==> src/rtl/assert_macros.svh <==
// ----------------------------------------------------------------------------
// Assertion macros
// Shared concurrent assertion wrappers for the BAR sizing sequencer RTL.
// ----------------------------------------------------------------------------
`ifndef ASSERT_MACROS_SVH
`define ASSERT_MACROS_SVH

`ifndef ASSERT_OFF

// Checks a property at every rising clock edge outside of reset.
`define PBS_ASSERT(lbl, clk, rst_n, prop) \
  lbl: assert property (@(posedge clk) disable iff (!rst_n) (prop)) \
    else $error("assertion failed");

// Checks that a condition never holds outside of reset.
`define PBS_ASSERT_NEVER(lbl, clk, rst_n, cond) \
  lbl: assert property (@(posedge clk) disable iff (!rst_n) !(cond)) \
    else $error("forbidden condition seen");

`else

`define PBS_ASSERT(lbl, clk, rst_n, prop)
`define PBS_ASSERT_NEVER(lbl, clk, rst_n, cond)

`endif

`endif

==> src/rtl/pbs_pkg.sv <==
// ----------------------------------------------------------------------------
// BAR sizing sequencer package
// Types, codes and result builders shared by the sequencer modules.
// ----------------------------------------------------------------------------
package pbs_pkg;

  localparam int unsigned NumSlots = 6;
  localparam int unsigned MaxRes   = 3;
  localparam logic [7:0]  BarBase  = 8'h10;

  typedef enum logic [0:0] {
    KIND_START = 1'b0,
    KIND_RESP  = 1'b1
  } in_kind_e;

  typedef enum logic [1:0] {
    RES_READ   = 2'd0,
    RES_WRITE  = 2'd1,
    RES_RECORD = 2'd2,
    RES_DONE   = 2'd3
  } res_kind_e;

  typedef enum logic [4:0] {
    PH_IDLE    = 5'b00001,
    PH_ORIG    = 5'b00010,
    PH_BACK    = 5'b00100,
    PH_ORIG_HI = 5'b01000,
    PH_BACK_HI = 5'b10000
  } phase_e;

  typedef struct packed {
    logic        kind;
    logic [7:0]  header_type;
    logic [15:0] target_id;
    logic [31:0] read_data;
  } in_t;

  typedef struct packed {
    logic valid;
    in_t  data;
  } stage_t;

  typedef struct packed {
    logic [1:0]  kind_res;
    logic [15:0] target_id_res;
    logic [7:0]  offset;
    logic [31:0] write_data;
    logic [2:0]  bar_index;
    logic [63:0] bar_addr;
    logic [63:0] bar_size;
    logic        bar_is_io;
    logic        bar_is_wide;
    logic        bar_prefetch;
    logic        last;
  } res_t;

  typedef struct packed {
    logic [1:0]              cnt;
    res_t [MaxRes-1:0]       ent;
  } bundle_t;

  function automatic logic [7:0] slot_off(input logic [2:0] s);
    return BarBase + {3'b000, s, 2'b00};
  endfunction

  function automatic res_t mk_req(input logic is_wr, input logic [15:0] id,
                                  input logic [7:0] off, input logic [31:0] data);
    res_t r;
    r               = '0;
    r.kind_res      = is_wr ? RES_WRITE : RES_READ;
    r.target_id_res = id;
    r.offset        = off;
    r.write_data    = is_wr ? data : 32'h0;
    return r;
  endfunction

  function automatic res_t mk_next(input logic [15:0] id, input logic [2:0] s,
                                   input logic [2:0] cnt);
    res_t r;
    r = '0;
    if (s < cnt) begin
      r = mk_req(1'b0, id, slot_off(s), 32'h0);
    end else begin
      r.kind_res      = RES_DONE;
      r.target_id_res = id;
    end
    return r;
  endfunction

  function automatic res_t mk_rec(input logic [15:0] id, input logic [2:0] idx,
                                  input logic [63:0] addr, input logic [63:0] size,
                                  input logic io, input logic wide, input logic pf);
    res_t r;
    r               = '0;
    r.kind_res      = RES_RECORD;
    r.target_id_res = id;
    r.bar_index     = idx;
    r.bar_addr      = addr;
    r.bar_size      = size;
    r.bar_is_io     = io;
    r.bar_is_wide   = wide;
    r.bar_prefetch  = pf;
    return r;
  endfunction

endpackage

==> src/rtl/pbs_in_if.sv <==
// ----------------------------------------------------------------------------
// BAR sizing sequencer input channel
// Valid/ready channel carrying start and config read response beats.
// ----------------------------------------------------------------------------
interface pbs_in_if;
  logic        valid;
  logic        ready;
  logic        kind;
  logic [7:0]  header_type;
  logic [15:0] target_id;
  logic [31:0] read_data;

  modport source (output valid, kind, header_type, target_id, read_data, input ready);
  modport sink (input valid, kind, header_type, target_id, read_data, output ready);
endinterface

==> src/rtl/pbs_out_if.sv <==
// ----------------------------------------------------------------------------
// BAR sizing sequencer result channel
// Valid/ready channel carrying config requests, BAR records and done beats.
// ----------------------------------------------------------------------------
interface pbs_out_if;
  logic        valid;
  logic        ready;
  logic [1:0]  kind_res;
  logic [15:0] target_id_res;
  logic [7:0]  offset;
  logic [31:0] write_data;
  logic [2:0]  bar_index;
  logic [63:0] bar_addr;
  logic [63:0] bar_size;
  logic        bar_is_io;
  logic        bar_is_wide;
  logic        bar_prefetch;
  logic        last;

  modport source (output valid, kind_res, target_id_res, offset, write_data, bar_index,
                  bar_addr, bar_size, bar_is_io, bar_is_wide, bar_prefetch, last,
                  input ready);
  modport sink (input valid, kind_res, target_id_res, offset, write_data, bar_index,
                bar_addr, bar_size, bar_is_io, bar_is_wide, bar_prefetch, last,
                output ready);
endinterface

==> src/rtl/pci_bar_sizing_sequencer_unit.sv <==
// ----------------------------------------------------------------------------
// PCI BAR sizing sequencer
// A start beat names a function and header type; the block then issues the
// config reads and writes that size each base address register, consumes the
// read responses and reports one record per implemented BAR, then a done beat.
// Each input beat is registered, handled in one pass of logic, and its up to
// three results are held in a result buffer that drains one beat per cycle
// while the receiver is ready. The first result of an input beat is offered
// once the input register has passed the beat to the step logic and the
// result buffer has registered its results. A new input beat is taken when
// the buffer is empty or in the cycle it hands out its final result.
// Responses that arrive while no probe is running produce no result.
// ----------------------------------------------------------------------------
`include "assert_macros.svh"

module pci_bar_sizing_sequencer_unit import pbs_pkg::*; (
  input  logic      clk_i,
  input  logic      rst_ni,
  pbs_in_if.sink    in_i,
  pbs_out_if.source out_o
);

  stage_t  stage;
  bundle_t bundle;
  logic    take;
  logic    free;

  pbs_in_stage u_in_stage (
    .clk_i   (clk_i),
    .rst_ni  (rst_ni),
    .in_i    (in_i),
    .take_i  (take),
    .stage_o (stage)
  );

  pbs_step u_step (
    .clk_i    (clk_i),
    .rst_ni   (rst_ni),
    .stage_i  (stage),
    .free_i   (free),
    .take_o   (take),
    .bundle_o (bundle)
  );

  pbs_out_buf u_out_buf (
    .clk_i    (clk_i),
    .rst_ni   (rst_ni),
    .load_i   (take),
    .bundle_i (bundle),
    .free_o   (free),
    .out_o    (out_o)
  );

  `PBS_ASSERT(a_take_needs_free, clk_i, rst_ni, take |-> (free && stage.valid))
  `PBS_ASSERT(a_accept_fills_stage, clk_i, rst_ni, (in_i.valid && in_i.ready) |=> stage.valid)
  `PBS_ASSERT(a_bundle_ends_last, clk_i, rst_ni,
    (take && (bundle.cnt != 2'd0)) |-> bundle.ent[bundle.cnt - 2'd1].last)
  `PBS_ASSERT_NEVER(a_start_one_read, clk_i, rst_ni,
    take && (stage.data.kind == KIND_START) && (bundle.cnt != 2'd1))

endmodule

==> src/rtl/pbs_in_stage.sv <==
// ----------------------------------------------------------------------------
// BAR sizing sequencer input register
// Holds one input beat until the step logic consumes it.
// ----------------------------------------------------------------------------
module pbs_in_stage import pbs_pkg::*; (
  input  logic   clk_i,
  input  logic   rst_ni,
  pbs_in_if.sink in_i,
  input  logic   take_i,
  output stage_t stage_o
);

  logic valid_q, valid_d;
  in_t  data_q;
  logic fire;

  assign in_i.ready = !valid_q || take_i;
  assign fire       = in_i.valid && in_i.ready;
  assign valid_d    = fire ? 1'b1 : (take_i ? 1'b0 : valid_q);

  always_ff @(posedge clk_i or negedge rst_ni) begin
    if (!rst_ni) begin
      valid_q <= 1'b0;
    end else begin
      valid_q <= valid_d;
    end
  end

  always_ff @(posedge clk_i) begin
    if (fire) begin
      data_q <= '{kind: in_i.kind, header_type: in_i.header_type,
                  target_id: in_i.target_id, read_data: in_i.read_data};
    end
  end

  assign stage_o = '{valid: valid_q, data: data_q};

endmodule

==> src/rtl/pbs_step.sv <==
// ----------------------------------------------------------------------------
// BAR sizing sequencer step logic
// Probe state and the single-pass logic that turns one beat into its results.
// ----------------------------------------------------------------------------
module pbs_step import pbs_pkg::*; (
  input  logic    clk_i,
  input  logic    rst_ni,
  input  stage_t  stage_i,
  input  logic    free_i,
  output logic    take_o,
  output bundle_t bundle_o
);

  phase_e      phase_q, phase_d;
  logic [2:0]  slot_q, slot_d;
  logic [2:0]  slot_cnt_q, slot_cnt_d;
  logic [15:0] func_id_q, func_id_d;
  logic [31:0] orig_low_q, orig_low_d;
  logic [31:0] probe_low_q, probe_low_d;
  logic [31:0] orig_high_q, orig_high_d;

  logic [31:0] data;
  logic [2:0]  slot_p1, slot_p2;
  logic [3:0]  slot_w;
  logic [7:0]  off_cur, off_hi;
  logic [31:0] io_back, io_neg, low_probe, low_neg;
  logic [63:0] io_size, n32_size, wide_mask, w_size;
  logic        is_wide, pf;

  assign take_o    = stage_i.valid && free_i;
  assign data      = stage_i.data.read_data;
  assign slot_p1   = slot_q + 3'd1;
  assign slot_p2   = slot_q + 3'd2;
  assign slot_w    = {1'b0, slot_q} + 4'd1;
  assign off_cur   = slot_off(slot_q);
  assign off_hi    = slot_off(slot_p1);
  assign io_back   = data & ~32'h3;
  assign io_neg    = ~io_back + 32'd1;
  assign io_size   = (io_back != 32'h0) ? {48'h0, io_neg[15:0]} : 64'h0;
  assign low_probe = data & ~32'hf;
  assign low_neg   = ~low_probe + 32'd1;
  assign n32_size  = (low_probe != 32'h0) ? {32'h0, low_neg} : 64'h0;
  assign wide_mask = {data, probe_low_q};
  assign w_size    = (wide_mask != 64'h0) ? (~wide_mask + 64'd1) : 64'h0;
  assign is_wide   = orig_low_q[2:1] == 2'b10;
  assign pf        = orig_low_q[3];

  always_comb begin
    phase_d     = phase_q;
    slot_d      = slot_q;
    slot_cnt_d  = slot_cnt_q;
    func_id_d   = func_id_q;
    orig_low_d  = orig_low_q;
    probe_low_d = probe_low_q;
    orig_high_d = orig_high_q;
    bundle_o    = '0;
    if (take_o) begin
      if (stage_i.data.kind == KIND_START) begin
        func_id_d       = stage_i.data.target_id;
        slot_cnt_d      = (stage_i.data.header_type[6:0] == 7'd0) ? 3'(NumSlots) : 3'd2;
        slot_d          = 3'd0;
        orig_low_d      = 32'h0;
        probe_low_d     = 32'h0;
        orig_high_d     = 32'h0;
        phase_d         = PH_ORIG;
        bundle_o.cnt    = 2'd1;
        bundle_o.ent[0] = mk_req(1'b0, stage_i.data.target_id, slot_off(3'd0), 32'h0);
      end else begin
        case (phase_q)
          PH_ORIG: begin
            orig_low_d = data;
            if (data == 32'h0) begin
              slot_d          = slot_p1;
              phase_d         = (slot_p1 < slot_cnt_q) ? PH_ORIG : PH_IDLE;
              bundle_o.cnt    = 2'd1;
              bundle_o.ent[0] = mk_next(func_id_q, slot_p1, slot_cnt_q);
            end else begin
              phase_d         = PH_BACK;
              bundle_o.cnt    = 2'd2;
              bundle_o.ent[0] = mk_req(1'b1, func_id_q, off_cur, 32'hffff_ffff);
              bundle_o.ent[1] = mk_req(1'b0, func_id_q, off_cur, 32'h0);
            end
          end
          PH_BACK: begin
            bundle_o.ent[0] = mk_req(1'b1, func_id_q, off_cur, orig_low_q);
            if (orig_low_q[0]) begin
              slot_d          = slot_p1;
              phase_d         = (slot_p1 < slot_cnt_q) ? PH_ORIG : PH_IDLE;
              bundle_o.cnt    = 2'd3;
              bundle_o.ent[1] = mk_rec(func_id_q, slot_q, {32'h0, orig_low_q & ~32'h3},
                                       io_size, 1'b1, 1'b0, 1'b0);
              bundle_o.ent[2] = mk_next(func_id_q, slot_p1, slot_cnt_q);
            end else begin
              probe_low_d = low_probe;
              if (is_wide && (slot_w < {1'b0, slot_cnt_q})) begin
                phase_d         = PH_ORIG_HI;
                bundle_o.cnt    = 2'd2;
                bundle_o.ent[1] = mk_req(1'b0, func_id_q, off_hi, 32'h0);
              end else begin
                slot_d          = slot_p1;
                phase_d         = (slot_p1 < slot_cnt_q) ? PH_ORIG : PH_IDLE;
                bundle_o.cnt    = 2'd3;
                bundle_o.ent[1] = mk_rec(func_id_q, slot_q, {32'h0, orig_low_q & ~32'hf},
                                         n32_size, 1'b0, is_wide, pf);
                bundle_o.ent[2] = mk_next(func_id_q, slot_p1, slot_cnt_q);
              end
            end
          end
          PH_ORIG_HI: begin
            orig_high_d     = data;
            phase_d         = PH_BACK_HI;
            bundle_o.cnt    = 2'd2;
            bundle_o.ent[0] = mk_req(1'b1, func_id_q, off_hi, 32'hffff_ffff);
            bundle_o.ent[1] = mk_req(1'b0, func_id_q, off_hi, 32'h0);
          end
          PH_BACK_HI: begin
            slot_d          = slot_p2;
            phase_d         = (slot_p2 < slot_cnt_q) ? PH_ORIG : PH_IDLE;
            bundle_o.cnt    = 2'd3;
            bundle_o.ent[0] = mk_req(1'b1, func_id_q, off_hi, orig_high_q);
            bundle_o.ent[1] = mk_rec(func_id_q, slot_q,
                                     {orig_high_q, orig_low_q & ~32'hf},
                                     w_size, 1'b0, 1'b1, pf);
            bundle_o.ent[2] = mk_next(func_id_q, slot_p2, slot_cnt_q);
          end
          default: begin
            phase_d = PH_IDLE;
          end
        endcase
      end
      if (bundle_o.cnt != 2'd0) begin
        bundle_o.ent[bundle_o.cnt - 2'd1].last = 1'b1;
      end
    end
  end

  always_ff @(posedge clk_i or negedge rst_ni) begin
    if (!rst_ni) begin
      phase_q     <= PH_IDLE;
      slot_q      <= 3'd0;
      slot_cnt_q  <= 3'd0;
      func_id_q   <= 16'h0;
      orig_low_q  <= 32'h0;
      probe_low_q <= 32'h0;
      orig_high_q <= 32'h0;
    end else begin
      phase_q     <= phase_d;
      slot_q      <= slot_d;
      slot_cnt_q  <= slot_cnt_d;
      func_id_q   <= func_id_d;
      orig_low_q  <= orig_low_d;
      probe_low_q <= probe_low_d;
      orig_high_q <= orig_high_d;
    end
  end

endmodule

==> src/rtl/pbs_out_buf.sv <==
// ----------------------------------------------------------------------------
// BAR sizing sequencer result buffer
// Registers the results of one item and hands them out one beat per cycle while the receiver is ready.
// ----------------------------------------------------------------------------
module pbs_out_buf import pbs_pkg::*; (
  input  logic       clk_i,
  input  logic       rst_ni,
  input  logic       load_i,
  input  bundle_t    bundle_i,
  output logic       free_o,
  pbs_out_if.source  out_o
);

  res_t [MaxRes-1:0] buf_q;
  logic [1:0]        cnt_q, cnt_d;
  logic [1:0]        idx_q, idx_d;
  logic              fire, last_beat;
  res_t              cur;

  assign cur       = buf_q[idx_q];
  assign fire      = out_o.valid && out_o.ready;
  assign last_beat = (idx_q + 2'd1) == cnt_q;
  assign free_o    = (cnt_q == 2'd0) || (fire && last_beat);

  always_comb begin
    cnt_d = cnt_q;
    idx_d = idx_q;
    if (load_i) begin
      cnt_d = bundle_i.cnt;
      idx_d = 2'd0;
    end else if (fire) begin
      if (last_beat) begin
        cnt_d = 2'd0;
        idx_d = 2'd0;
      end else begin
        idx_d = idx_q + 2'd1;
      end
    end
  end

  always_ff @(posedge clk_i or negedge rst_ni) begin
    if (!rst_ni) begin
      cnt_q <= 2'd0;
      idx_q <= 2'd0;
    end else begin
      cnt_q <= cnt_d;
      idx_q <= idx_d;
    end
  end

  always_ff @(posedge clk_i) begin
    if (load_i) begin
      buf_q <= bundle_i.ent;
    end
  end

  assign out_o.valid         = cnt_q != 2'd0;
  assign out_o.kind_res      = cur.kind_res;
  assign out_o.target_id_res = cur.target_id_res;
  assign out_o.offset        = cur.offset;
  assign out_o.write_data    = cur.write_data;
  assign out_o.bar_index     = cur.bar_index;
  assign out_o.bar_addr      = cur.bar_addr;
  assign out_o.bar_size      = cur.bar_size;
  assign out_o.bar_is_io     = cur.bar_is_io;
  assign out_o.bar_is_wide   = cur.bar_is_wide;
  assign out_o.bar_prefetch  = cur.bar_prefetch;
  assign out_o.last          = cur.last;

endmodule

==> src/flat_wrapper.sv <==
// flat-port wrapper written by rule: the top's interface ports become plain ports
module pci_bar_sizing_sequencer_unit_flat import pbs_pkg::*;
  (clk_i, rst_ni, in_i_valid, in_i_kind, in_i_header_type, in_i_target_id, in_i_read_data, in_i_ready, out_o_valid, out_o_kind_res, out_o_target_id_res, out_o_offset, out_o_write_data, out_o_bar_index, out_o_bar_addr, out_o_bar_size, out_o_bar_is_io, out_o_bar_is_wide, out_o_bar_prefetch, out_o_last, out_o_ready);
  pbs_in_if in_i_i ();
  pbs_out_if out_o_i ();
  input  logic clk_i;
  input  logic rst_ni;
  input wire logic [$bits(in_i_i.valid)-1:0] in_i_valid;
  input wire logic [$bits(in_i_i.kind)-1:0] in_i_kind;
  input wire logic [$bits(in_i_i.header_type)-1:0] in_i_header_type;
  input wire logic [$bits(in_i_i.target_id)-1:0] in_i_target_id;
  input wire logic [$bits(in_i_i.read_data)-1:0] in_i_read_data;
  output wire logic [$bits(in_i_i.ready)-1:0] in_i_ready;
  output wire logic [$bits(out_o_i.valid)-1:0] out_o_valid;
  output wire logic [$bits(out_o_i.kind_res)-1:0] out_o_kind_res;
  output wire logic [$bits(out_o_i.target_id_res)-1:0] out_o_target_id_res;
  output wire logic [$bits(out_o_i.offset)-1:0] out_o_offset;
  output wire logic [$bits(out_o_i.write_data)-1:0] out_o_write_data;
  output wire logic [$bits(out_o_i.bar_index)-1:0] out_o_bar_index;
  output wire logic [$bits(out_o_i.bar_addr)-1:0] out_o_bar_addr;
  output wire logic [$bits(out_o_i.bar_size)-1:0] out_o_bar_size;
  output wire logic [$bits(out_o_i.bar_is_io)-1:0] out_o_bar_is_io;
  output wire logic [$bits(out_o_i.bar_is_wide)-1:0] out_o_bar_is_wide;
  output wire logic [$bits(out_o_i.bar_prefetch)-1:0] out_o_bar_prefetch;
  output wire logic [$bits(out_o_i.last)-1:0] out_o_last;
  input wire logic [$bits(out_o_i.ready)-1:0] out_o_ready;
  assign in_i_i.valid = in_i_valid;
  assign in_i_i.kind = in_i_kind;
  assign in_i_i.header_type = in_i_header_type;
  assign in_i_i.target_id = in_i_target_id;
  assign in_i_i.read_data = in_i_read_data;
  assign in_i_ready = in_i_i.ready;
  assign out_o_valid = out_o_i.valid;
  assign out_o_kind_res = out_o_i.kind_res;
  assign out_o_target_id_res = out_o_i.target_id_res;
  assign out_o_offset = out_o_i.offset;
  assign out_o_write_data = out_o_i.write_data;
  assign out_o_bar_index = out_o_i.bar_index;
  assign out_o_bar_addr = out_o_i.bar_addr;
  assign out_o_bar_size = out_o_i.bar_size;
  assign out_o_bar_is_io = out_o_i.bar_is_io;
  assign out_o_bar_is_wide = out_o_i.bar_is_wide;
  assign out_o_bar_prefetch = out_o_i.bar_prefetch;
  assign out_o_last = out_o_i.last;
  assign out_o_i.ready = out_o_ready;
  pci_bar_sizing_sequencer_unit u_core (.clk_i(clk_i), .rst_ni(rst_ni), .in_i(in_i_i), .out_o(out_o_i));
endmodule
==> config.mk <==
export PLATFORM = sky130hd
export DESIGN_NAME = pci_bar_sizing_sequencer_unit_flat
export DESIGN_NICKNAME = d
export VERILOG_FILES = /design/src/rtl/pbs_pkg.sv /design/src/rtl/pbs_in_if.sv /design/src/rtl/pbs_out_if.sv /design/src/rtl/pci_bar_sizing_sequencer_unit.sv /design/src/rtl/pbs_in_stage.sv /design/src/rtl/pbs_step.sv /design/src/rtl/pbs_out_buf.sv /design/src/flat_wrapper.sv
export VERILOG_INCLUDE_DIRS = /design/src /design/src/rtl
export SDC_FILE = /design/constraint.sdc
export NUM_CORES = 1
export LEC_CHECK = 0
export ABC_AREA = 0
export ABC_CLOCK_PERIOD_IN_PS = 16580
export BUFFER_PORTS_ARGS = -buffer_cell sky130_fd_sc_hd__buf_2
export CORE_UTILIZATION = 56
export DETAILED_ROUTE_END_ITERATION = 12
export GPL_ROUTABILITY_DRIVEN = 0
export GPL_TIMING_DRIVEN = 0
export PLACE_DENSITY_LB_ADDON = 0.15
export SETUP_SLACK_MARGIN = 0.02
export SYNTH_ARGS = -nofsm -noshare
export SYNTH_HDL_FRONTEND = slang
export SYNTH_HIERARCHICAL = 1
export SYNTH_SLANG_ARGS = --single-unit
==> constraint.sdc <==
create_clock -name clk_i -period 16.58 [get_ports clk_i]
set_input_delay 0.829 -clock clk_i [delete_from_list [all_inputs] [get_ports clk_i]]
set_output_delay 0.829 -clock clk_i [all_outputs]
set_load 0.01 [all_outputs]
### Word-level counts from Yosys, hierarchy flattened

Cells that the tools add are included.

* eq/ne operators: 13
* add/subtract/negate cells: 11
* mux-type cells: 57
* reductions and logical operators: 26
* magnitude comparators: 6
* bitwise logic cells: 4

Operators by type and width (count)
* 386-bit case mux with 4 select lines: 1
* 193-bit two-way mux: 6
* 386-bit two-way mux: 2
* 579-bit bitwise mux: 1
* 579-bit two-way mux: 1
* 388-bit two-way mux: 1
* 193-bit binary-select mux with 2-bit select: 1
* 193-bit demux with 2-bit select: 1
* 193-bit case mux with 2 select lines: 1
* 173-bit two-way mux: 2
* 32-bit two-way mux: 8
* 191-bit two-way mux: 1
* 64-bit by 1-bit adder with 64-bit output (second input constant): 1
* 64-bit two-way mux: 1
* 64-bit NOT: 1
* 32-bit nonzero test: 2
* 64-bit nonzero test: 1
* 18-bit two-way mux: 2
* 32-bit by 1-bit adder with 32-bit output (second input constant): 1
* 32-bit zero test: 1
* 32-bit NOT: 1
* 2-bit two-way mux: 11
* 5-bit case mux with 4 select lines: 1
* 5-bit by 5-bit adder with 6-bit output (first input constant): 3
* other kinds (37): 65

* bits in registers: 763
* output and inout bits: 195
* input bits: 61
* logic and storage cells: 164

### Logic depth before layout (Yosys ltp)

* depth after elaboration: 15
* mapped depth: 12

### Modules after synthesis

Netlist, hierarchy kept.

Modules (own cells, without submodules)
* pbs_out_buf: area each 21709.6 µm², times used 1, seq. area each 17486.8 µm², cells an instance 1254
* pbs_step: area each 11457.2 µm², times used 1, seq. area each 2954.1 µm², cells an instance 1445
* pbs_in_stage: area each 1773.0 µm², times used 1, seq. area each 1736.7 µm², cells an instance 62

### Worst setup path before layout

OpenSTA, ideal clock, no wires.

* path kind: input to register
* from: input out_o_ready
* to: register u_core.u_step.probe_low_q[20]
* stages on the path: 7
* path buffers: 1
* library setup time: 0.067 ns
* arrival: 17.792 ns
* setup slack: -1.278 ns
* data required time: 16.513 ns
* path through: inv_1 > o21ai_1 > nand2_1 > clkinv_1 > o21ai_1 > clkbuf_1 > a22o_1

* longest elaborated chain between the ends: 5

Ends and longest elaborated chain
* start, declared: RTL line flat_wrapper.sv:26 `input wire logic [$bits(out_o_i.ready)-1:0] out_o_ready;`
* 1-bit logical AND: RTL line pbs_out_buf.sv:21 `assign fire = out_o.valid && out_o.ready;`
* 1-bit logical AND: RTL line pbs_out_buf.sv:23 `assign free_o = (cnt_q == 2'd0) || (fire && last_beat);`
* 1-bit logical OR: RTL line pbs_out_buf.sv:23
* named net u_core.free: RTL line pci_bar_sizing_sequencer_unit.sv:26 `logic free;`
* 1-bit logical AND: RTL line pbs_step.sv:30 `assign take_o = stage_i.valid && free_i;`
* named net u_core.take: RTL line pci_bar_sizing_sequencer_unit.sv:25 `logic take;`
* 3-bit AND reduction (no source line)
* end signal, assigned: RTL line pbs_step.sv:152 `probe_low_q <= probe_low_d;`
* end, declared: RTL line pbs_step.sv:19 `logic [31:0] probe_low_q, probe_low_d;`

The timed path passes the listed nets, and every way through them passes these cells.
A chain may end at the register's enable or synchronous reset.

==> results by group <==
Outcome
  • Status: finished, final reports clean

Synthesis
  • Yosys warns: 6
  • Post-Syn Instances: 2760
  • Cell Area, Synth: 34900 µm²
  • Syn_area_per_cell: 12.6 µm²

Clocking
  • Sink Count: 758
  • Post-CTS Resized: 0
  • Worst-path clk slew: 60 ps
  • Clock buffer depth: 3
  • Post-CTS Setup Inserts: 0
  • Root buffer cell: clkbuf_16
  • Num CTS Buffers: 79
  • Clock latency at the later pin of the worst-skew pair: roughly 640 ps
  • Hold_buf cts: 0
  • CTS tree: yes
  • Htree depth: 3

Timing
  • Final setup fails: 0
  • Slew Limit Fails: 0
  • Rel. slew slack: about 18%
  • Tmin final: just under 5000 ps
  • Maximum clock rate: 208 MHz
  • Final Hold Viols: 0
  • Worst Skew: about 32 ps
  • TNS Setup: 0 ps
  • Worst-margin pin slew: about 1200 ps
  • Period utilization: 29.0%
  • RSZ-0062 raised after global routing: no

Power and ir drop
  • P_sw: 0.00217 W
  • P per Cell Area: ~160 nW/µm²
  • Sw frac: 32.8%
  • Internal power: 0.00446 W
  • Comb pwr share: approximately 27%
  • Static leakage: 16.7 nW
  • VDD IR max: roughly 220 µV
  • Clock Power Share: 26.7%
  • Flop pwr share: between 40% and 50%

Placement
  • Placed cell area: 38700 µm²
  • PortBufs: about 250
  • HPWL reported at the end of detailed placement: between 50000 and 60000 µm

Global route
  • First-pass GRT wire length: 126000 µm
  • GRT Overall Usage: between 20% and 30%
  • Vias in the first global route: roughly 22000
  • Gr ovfl total: 0
  • Pin count of the biggest net entering global routing: 194
  • Initial antenna violation count: 8

Floorplanning
  • # IOs: roughly 260
  • Die W: roughly 250 µm
  • Die height: about 250 µm
  • Die ar.: 63300 µm²
  • Core area: slightly above 60000 µm²
  • Row count: 91
  • Starting Density: 56.7%

Worst setup path
  • Worst Path Max Fanout: 10
  • CP startpoint kind: register
  • CP Class: reg -> reg
  • WP data arrival: slightly above 5000 ps
  • Worst path required time: around 17000 ps
  • Crit. End Element: register

Hold path
  • Worst hold path class: in -> async

Drt
  • Routed WL: roughly 84000 µm
  • Met1 wire length: ~32000 µm
  • Routed Antenna Nets: 0
  • 1st-pass router iterations: 8
  • Met3 WL: 5960 µm
  • WL per Instance: approximately 19 µm
  • Vias per cell: approximately 5.3
  • Via Count: roughly 23000
  • Met2 WL: 41500 µm
  • DRT iter0 DRCs: ~2600
  • DRC violations left: 0
  • Highest Signal Layer: met5

Flow run
  • Max-cap check violation count: 0

Layout
  • Layout cell share with drive strength beyond 1: between 20% and 30%
  • Multi-input logic area: around 10000 µm²
  • Nets@finish: 3515
  • Area Overhead vs Synth: 18.3%
  • Sequential Area: 22100 µm²
  • Layout fillers: approximately 4600
  • Post-Layout Inst Area: between 40000 and 50000 µm²
[registers in the layout, summed over array words and instances, names as in the netlist]
register and cells:
u_core/u_out_buf/buf_q 579, u_core/u_step/orig_high_q 32, u_core/u_step/phase_q 5, u_core/u_in_stage/valid_q 1, u_core/u_step/slot_q 3, u_core/u_out_buf/idx_q 2, u_core/u_step/func_id_q 16, u_core/u_in_stage/stage_o 56
u_core/u_step/orig_low_q 32, u_core/u_step/probe_low_q 28, u_core/u_out_buf/cnt_q 2, u_core/u_step/slot_cnt_q 2
[final timing paths]
path,slack (ps),startpoint,depth (start not counted),to
worst min-delay path,60,rst_ni,1,u_core/u_step/func_id_q[8]
worst max-delay path,11770,u_core/u_in_stage/stage_o[4],10,u_core/u_out_buf/buf_q[202]
worst max register to register,11770,u_core/u_in_stage/stage_o[4],10,u_core/u_out_buf/buf_q[202]
worst min register to register,500,u_core/u_step/orig_low_q[18],2,u_core/u_step/orig_low_q[18]
min in group clk_i,370,in_i_read_data[14],1,u_core/u_in_stage/stage_o[14]
max in group asynchronous,15730,rst_ni,2,u_core/u_step/orig_high_q[20]
[final cells by class]
| class | instances | area share (%) |
|---|---|---|
| Buffer | 528 | 8.52 |
| Antenna cell | 5 | 0.0303 |
| Timing Repair Buffer | 258 | 3.36 |
| Clock inverter | 41 | 0.954 |
| Tap cell | 837 | 2.54 |
| Multi-Input combinational cell | 1801 | 25.4 |
| Sequential cell | 758 | 53.6 |
| Inverter | 21 | 0.221 |
| Clock buffer | 105 | 5.40 |
[per-layer routing]
metal	vias to the layer above	global-route usage, %
li1	10692	-
met1	11003	33.4
met2	1004	44.8
met3	274	4.62
met4	6	10.6
met5	-	0
[stage by stage]
step | hold slack [ps] | power, W | cells | utilization [%] | setup slack, ps
2_1_floorplan | 453 | 0.00435 | 3108 | - | 6840
3_5_place_dp | 478 | 0.00487 | 4203 | 62.8 | 12030
3_3_place_gp | 480 | 0.00503 | 4199 | 62.6 | 2960
4_1_cts | 33.1 | 0.00665 | 4349 | 67.0 | 12000
6_report | 60.5 | 0.00663 | 4354 | 67.1 | 11770
5_1_grt | 48.9 | 0.00693 | 4354 | 67.1 | 11640
[cells in the final DEF, fill, tap and decap left out, types with 35 or more instances in the layout]
master and instances:
o21ai_1 154, and3_1 35, nand2_1 294, and2_1 69, a22oi_1 49, a22o_1 78, xnor2_1 37, dfrtp_1 122
conb_1 349, clkbuf_16 84, xor2_1 43, buf_2 273, nor3_1 37, nand3_1 50, a21oi_1 59, o21ai_0 67
nor2_1 103, mux2i_1 195, edfxtp_1 635, clkbuf_1 135, buf_4 358
[worst max-delay path: stages (launching register included)]
cell and delay [ps]:
edfxtp_1 430, clkbuf_1 300, inv_1 250, ha_1 230, nor3b_2 630, nand4_1 560
nor3_1 550, a21o_1 170, clkbuf_1 510, buf_1 530, o21ai_0 330
[power groups by stage]
stage / registers (W) / clock network (W) / logic, W
3_3_place_gp: 0.00330 / 0 / 0.00173
3_5_place_dp: 0.00308 / 0 / 0.00179
2_1_floorplan: 0.00317 / 0 / 0.00118
5_1_grt: 0.00310 / 0.00187 / 0.00196
4_1_cts: 0.00305 / 0.00180 / 0.00180
6_report: 0.00305 / 0.00177 / 0.00181
(Power assumes the default switching activity.)
